==> src/rtl/core/cts_pkg.sv <==
`timescale 1ns / 1ps
// ----------------------------------------------------------------------------
// cts_pkg - shared types and constants for the trend-smoothing bass boost
// word formats, coefficient constants, control groups and saturation helpers
// ----------------------------------------------------------------------------
package cts_pkg;

  localparam int SAMPLE_BITS = 24;
  localparam int STATE_BITS  = 32;
  localparam int COEF_BITS   = 18;
  localparam int GAIN_BITS   = 17;
  localparam int CFG_IDX_BITS = 2;

  // 0.999 in Q0.18
  localparam logic signed [COEF_BITS:0] COEF_ONE_K = 19'sd261882;

  // register indexes on the configuration port
  localparam logic [CFG_IDX_BITS-1:0] REG_ALPHA = 2'd0;
  localparam logic [CFG_IDX_BITS-1:0] REG_BETA  = 2'd1;
  localparam logic [CFG_IDX_BITS-1:0] REG_GAIN  = 2'd2;

  localparam logic [COEF_BITS-1:0] ALPHA_RESET = 18'd345;
  localparam logic [COEF_BITS-1:0] BETA_RESET  = 18'd0;
  localparam logic [GAIN_BITS-1:0] GAIN_RESET  = 17'd0;

  typedef logic signed [SAMPLE_BITS-1:0] sample_t;
  typedef logic signed [STATE_BITS-1:0]  state_word_t;

  typedef struct packed {
    sample_t left_sample;
    sample_t right_sample;
  } in_word_t;

  typedef struct packed {
    sample_t left_result;
    sample_t right_result;
  } out_word_t;

  // per-lane sequencing strobes
  typedef struct packed {
    logic load;
    logic mul_en;
    logic upd_en;
  } lane_ctrl_t;

  // merge stage strobes
  typedef struct packed {
    logic gain_en;
    logic out_en;
  } merge_ctrl_t;

  // clamp a 36-bit value to the signed state range
  function automatic state_word_t sat_state(input logic signed [35:0] v);
    logic signed [35:0] hi;
    logic signed [35:0] lo;
    hi = 36'sd2147483647;
    lo = -36'sd2147483648;
    if (v > hi) begin
      sat_state = state_word_t'(hi[STATE_BITS-1:0]);
    end else if (v < lo) begin
      sat_state = state_word_t'(lo[STATE_BITS-1:0]);
    end else begin
      sat_state = state_word_t'(v[STATE_BITS-1:0]);
    end
  endfunction

  // clamp a 36-bit value to the signed sample range
  function automatic sample_t sat_sample(input logic signed [35:0] v);
    logic signed [35:0] hi;
    logic signed [35:0] lo;
    hi = 36'sd8388607;
    lo = -36'sd8388608;
    if (v > hi) begin
      sat_sample = sample_t'(hi[SAMPLE_BITS-1:0]);
    end else if (v < lo) begin
      sat_sample = sample_t'(lo[SAMPLE_BITS-1:0]);
    end else begin
      sat_sample = sample_t'(v[SAMPLE_BITS-1:0]);
    end
  endfunction

endpackage

==> src/rtl/core/cts_merge.sv <==
`timescale 1ns / 1ps
// ----------------------------------------------------------------------------
// cts_merge - combines both lanes with the dry word
// scales each boost by the wet gain, adds the dry sample, saturates
// ----------------------------------------------------------------------------
module cts_merge (
  input  logic                          clk,
  input  cts_pkg::merge_ctrl_t          ctrl,
  input  cts_pkg::state_word_t          boost_l,
  input  cts_pkg::state_word_t          boost_r,
  input  cts_pkg::in_word_t             dry,
  input  logic [cts_pkg::GAIN_BITS-1:0] gain,
  output cts_pkg::out_word_t            out_word
);
  import cts_pkg::*;

  logic signed [GAIN_BITS:0] g_s;
  logic signed [49:0] prod_l_r, prod_r_r;
  logic signed [49:0] prod_l_nxt, prod_r_nxt;
  logic signed [50:0] wet_l_sum, wet_r_sum;
  logic signed [35:0] tot_l, tot_r;
  out_word_t out_r;

  assign g_s        = signed'({1'b0, gain});
  assign prod_l_nxt = boost_l * g_s;
  assign prod_r_nxt = boost_r * g_s;

  // round half up by 2^15, shift by 16
  assign wet_l_sum = {prod_l_r[49], prod_l_r} + 51'sd32768;
  assign wet_r_sum = {prod_r_r[49], prod_r_r} + 51'sd32768;
  assign tot_l = {{12{dry.left_sample[SAMPLE_BITS-1]}}, dry.left_sample}
               + {wet_l_sum[50], wet_l_sum[50:16]};
  assign tot_r = {{12{dry.right_sample[SAMPLE_BITS-1]}}, dry.right_sample}
               + {wet_r_sum[50], wet_r_sum[50:16]};

  always_ff @(posedge clk) begin
    if (ctrl.gain_en) begin
      prod_l_r <= prod_l_nxt;
      prod_r_r <= prod_r_nxt;
    end
    if (ctrl.out_en) begin
      out_r.left_result  <= sat_sample(tot_l);
      out_r.right_result <= sat_sample(tot_r);
    end
  end

  assign out_word = out_r;

endmodule
==> config.mk <==
export PLATFORM = sky130hd
export DESIGN_NAME = cts_merge
export DESIGN_NICKNAME = d
export VERILOG_FILES = /design/src/rtl/core/cts_pkg.sv /design/src/rtl/core/cts_merge.sv
export SDC_FILE = /design/constraint.sdc
export NUM_CORES = 2
export LEC_CHECK = 0
export ABC_AREA = 1
export BUFFER_PORTS_ARGS = -buffer_cell sky130_fd_sc_hd__buf_2
export CORE_MARGIN = 3
export CORE_UTILIZATION = 35
export CTS_BUF_LIST = sky130_fd_sc_hd__clkbuf_4 sky130_fd_sc_hd__clkbuf_8 sky130_fd_sc_hd__clkbuf_16
export CTS_CLUSTER_DIAMETER = 30
export CTS_CLUSTER_SIZE = 14
export DETAILED_ROUTE_END_ITERATION = 10
export GPL_TIMING_DRIVEN = 0
export HOLD_SLACK_MARGIN = 0.15
export SLEW_MARGIN = 20
export SYNTH_ARGS = -nofsm -noshare
export SYNTH_HDL_FRONTEND = slang
export SYNTH_SLANG_ARGS = --single-unit
==> constraint.sdc <==
create_clock -name clk -period 15.58 [get_ports clk]
set_clock_uncertainty 0.05 [all_clocks]
set_input_delay 1.558 -clock clk [delete_from_list [all_inputs] [get_ports clk]]
set_output_delay 1.558 -clock clk [all_outputs]
set_load 0.01 [all_outputs]
==> results.py <==
metrics = {
    "cells_and_area": {
        "final_cell_mix": "inv_1 (2229), nand2_1 (1838), fa_1 (1040), ha_1 (302), nor2_1 (260)",
        "drive_gt1_share_pct": 2.59,
        "syn_to_final_growth_pct": 7.04,
        "postLayoutCoreUtil_pct": 38.0,
        "final_common_cell": "inv_1",
        "fin_nets": 8440,
    },
    "sta": {
        "slew_headroom_pct": 11.4,
        "rsz0062_at_grt": "false",
        "fin_crit_sh_pct": 57.9,
        "fmax_mhz": 111,
        "hold_viol": 0,
        "final-setup-viol-count": 0,
        "drv_slew": 0,
        "post-route-min-period_ns": 9.01,
        "tightest_slew_ns": 1.33,
        "finalSetupTns_ns": 0,
        "hold_ws_ns": 0.804,
    },
    "global_routing": {
        "grt_pass1_vias": 43200,
        "grt_pass1_wl_mm": 255,
        "antenna_found_initial": 23,
        "track_usage_pct": 22.7,
        "grt_max_degree": 53,
        "overflow": 0,
    },
    "clocking": {
        "numCtsBuffers": 17,
        "clk_pin_slew_ns": 0.06,
        "cts-root-buf": "clkbuf_16",
        "cts_buffer_depth": 2,
        "cts.sinks": 118,
        "cts_hold_buf": 0,
        "htree_levels": 4,
        "postCtsSetupBuffers": 0,
        "cts_tree": "built",
        "cts_resized": 0,
        "clk_latency_ns": 0.49,
    },
    "run": {
        "maxCapViolations": 0,
    },
    "routing": {
        "antenna_left": 0,
        "drtIter0Drc": 4384,
        "met1Wirelength_mm": 72.3,
        "via_count": 42800,
        "dr.pass1.iters": 6,
        "wl_met2_mm": 70.5,
        "wl_met3_mm": 18.3,
        "maxUsedRoutingLayer": "met5",
        "via_per_inst": 4.81,
        "drc": 0,
        "drt-total-wl_mm": 165,
        "wire_per_inst_um": 18.6,
    },
    "place": {
        "portBuffers": 100,
        "gp_congestion": 0.966,
        "dp_hpwl_mm": 142,
    },
    "setup_path": {
        "cp.required_ns": 15.77,
        "start_kind": "input pin",
        "cp_slowest_cell": "clkbuf_1",
        "worst-path-buf-inv": 8,
        "crit_arrival_ns": 9.20,
        "critPathMostFrequentCell": "inv_1",
        "reg2reg_to": "out_word[39]",
        "reg2reg_slack_ns": 10.58,
        "crit_fanout": 10,
        "path_class": "in -> reg",
        "path_cells": "clkbuf_1 -> clkbuf_1 -> nand2_1 -> inv_1 -> fa_1 -> fa_1 -> inv_1 -> fa_1 -> inv_1 -> fa_1 -> inv_1 -> fa_1 -> inv_1 -> ha_1 -> nand2_1 -> nor2_1 -> inv_1 -> nor3_1 -> nand3_1 -> nand3_1 -> a21oi_1 -> xor2_1",
        "worst_setup_path_end_kind": "flop",
        "crit_family": "adder cells",
        "slowest_delay_ns": 0.97,
        "reg2reg_from": "prod_l_r[15]",
        "reg2regPathDepth": 24,
    },
    "floorplanning": {
        "core_mm2": 0.142,
        "fp.dieH_um": 386,
        "io_pins": 180,
        "rows": 138,
        "start_util_pct": 35.5,
        "dieArea_mm2": 0.149,
        "die_w_um": 386,
    },
    "synth": {
        "syn_avg_cell_area_um2": 7.39,
        "synth_cell_types": 48,
        "synth-adder-area-share_pct": 48.6,
        "netlist_instances": 6846,
        "synthMuxAreaShare_pct": 0,
        "synth_nets": 8320,
        "async_flop_share_pct": 0,
        "synth_area_mm2": 0.0506,
        "synth_ff_type": "edfxtp_1",
        "yosys_warnings": 0,
        "ys_seq_area_share_pct": 7.00,
        "synth_enable_flop_cells": 118,
        "synth_seq_cells": 118,
        "synth_xor_xnor_area_share_pct": 3.24,
        "synth_compound_area_share_pct": 4.32,
        "yosys.area_share.simple_pct": 18.3,
        "synth_top_family_by_area": "adder cells",
    },
    "hold_path": {
        "hp-start": "prod_l_r[16]",
        "hp-class": "reg -> reg",
        "holdPathStages": 4,
        "worstHoldEndpoint": "out_word[24]",
    },
    "run_status": {
        "status": "finished, final reports clean",
    },
}
[area by class of cell]
class	instances	area (µm²)
inverter	2230	8370
buffer	253	1030
multi-input combinational	4245	37700
fill	15100	88300
clock inverter	14	175
clock buffer	18	433
antenna	15	37.5
timing repair buffer	101	533
sequential	118	3540
tap	1890	2360
[synth_stat cells (16+ instances only)]
library cell,instances,area (µm²)
nand4_1,29,181
edfxtp_1,118,3540
nand2_1,1838,6900
nor2_1,260,976
ha_1,302,3780
clkbuf_1,209,785
xor2_1,128,1120
o21ai_0,84,420
a21oi_1,194,971
nand3_1,106,531
nor3_1,38,190
o21a_1,17,128
o21bai_1,18,135
fa_1,1040,20800
a21o_1,20,150
xnor2_1,59,517
nor4_1,16,100
inv_1,2229,8370
buf_1,36,135
a31oi_1,35,219
[worst max path at each step]
stage / cells past startpoint / slack [ns] / from / to
finish: 22 / 6.57 / gain[1] / prod_l_r[47]
global route: 22 / 6.37 / gain[1] / prod_l_r[47]
CTS: 23 / 6.87 / gain[3] / prod_r_r[44]
detailed placement: 23 / 6.34 / gain[3] / prod_r_r[44]
global placement: 20 / 6.15 / gain[11] / prod_r_r[44]
floorplan: 24 / 8.45 / gain[9] / prod_r_r[34]
[stage by stage]
step                      setup slack [ns]  cell area (µm²)  cells
after floorplan                       8.45            50600   6846
after global placement                6.15            53500   8836
after detailed placement              6.34            53500   8837
after CTS                             6.87            54100   8869
after global routing                  6.37            54100   8872
final                                 6.57            54100   8884
[routing by layer]
| layer | vias to the layer above | track usage, % |
|---|---|---|
| met1 | 21200 | 32.4 |
| met5 | - | 0.496 |
| met2 | 1735 | 34.1 |
| li1 | 19600 | - |
| met3 | 231 | 5.86 |
| met4 | 14 | 5.67 |
[cell families after synthesis]
family / Yosys count
XOR/XNOR: 187
flip-flops: 118
buffers and inverters: 2483
AND/OR/NAND/NOR: 2327
adder cells (fa/ha/maj): 1342
AO/OA/AOI/OAI: 389
[sequential cells by signal (all words and copies together) (netlist names)]
| signal | cells |
|---|---|
| out_word | 48 |
| prod_l_r | 35 |
| prod_r_r | 35 |
[worst reg2reg max path, stage by stage (launching register included)]
cell and delay (ns):
edfxtp_1 0.55, ha_1 0.27, nand3_2 0.13, nor3b_4 0.31, nand4_4 0.16, nor3_4 0.31
nand2_4 0.10, nor2_4 0.16, nand4_4 0.13, nor2_2 0.12, xor2_1 0.15, inv_1 0.06
ha_1 0.44, nand2_1 0.15, nor2_1 0.18, nand2_1 0.12, nor2_1 0.22, nand4_1 0.16
nand4_1 0.13, nand2_1 0.08, nor3b_1 0.20, nand2_1 0.14, nand2_2 0.19, buf_6 0.16
nand2_1 0.09
Power is left out: the tool's default activity adds up to more than one toggle a clock period on the data nets, which glitch-free logic cannot reach.
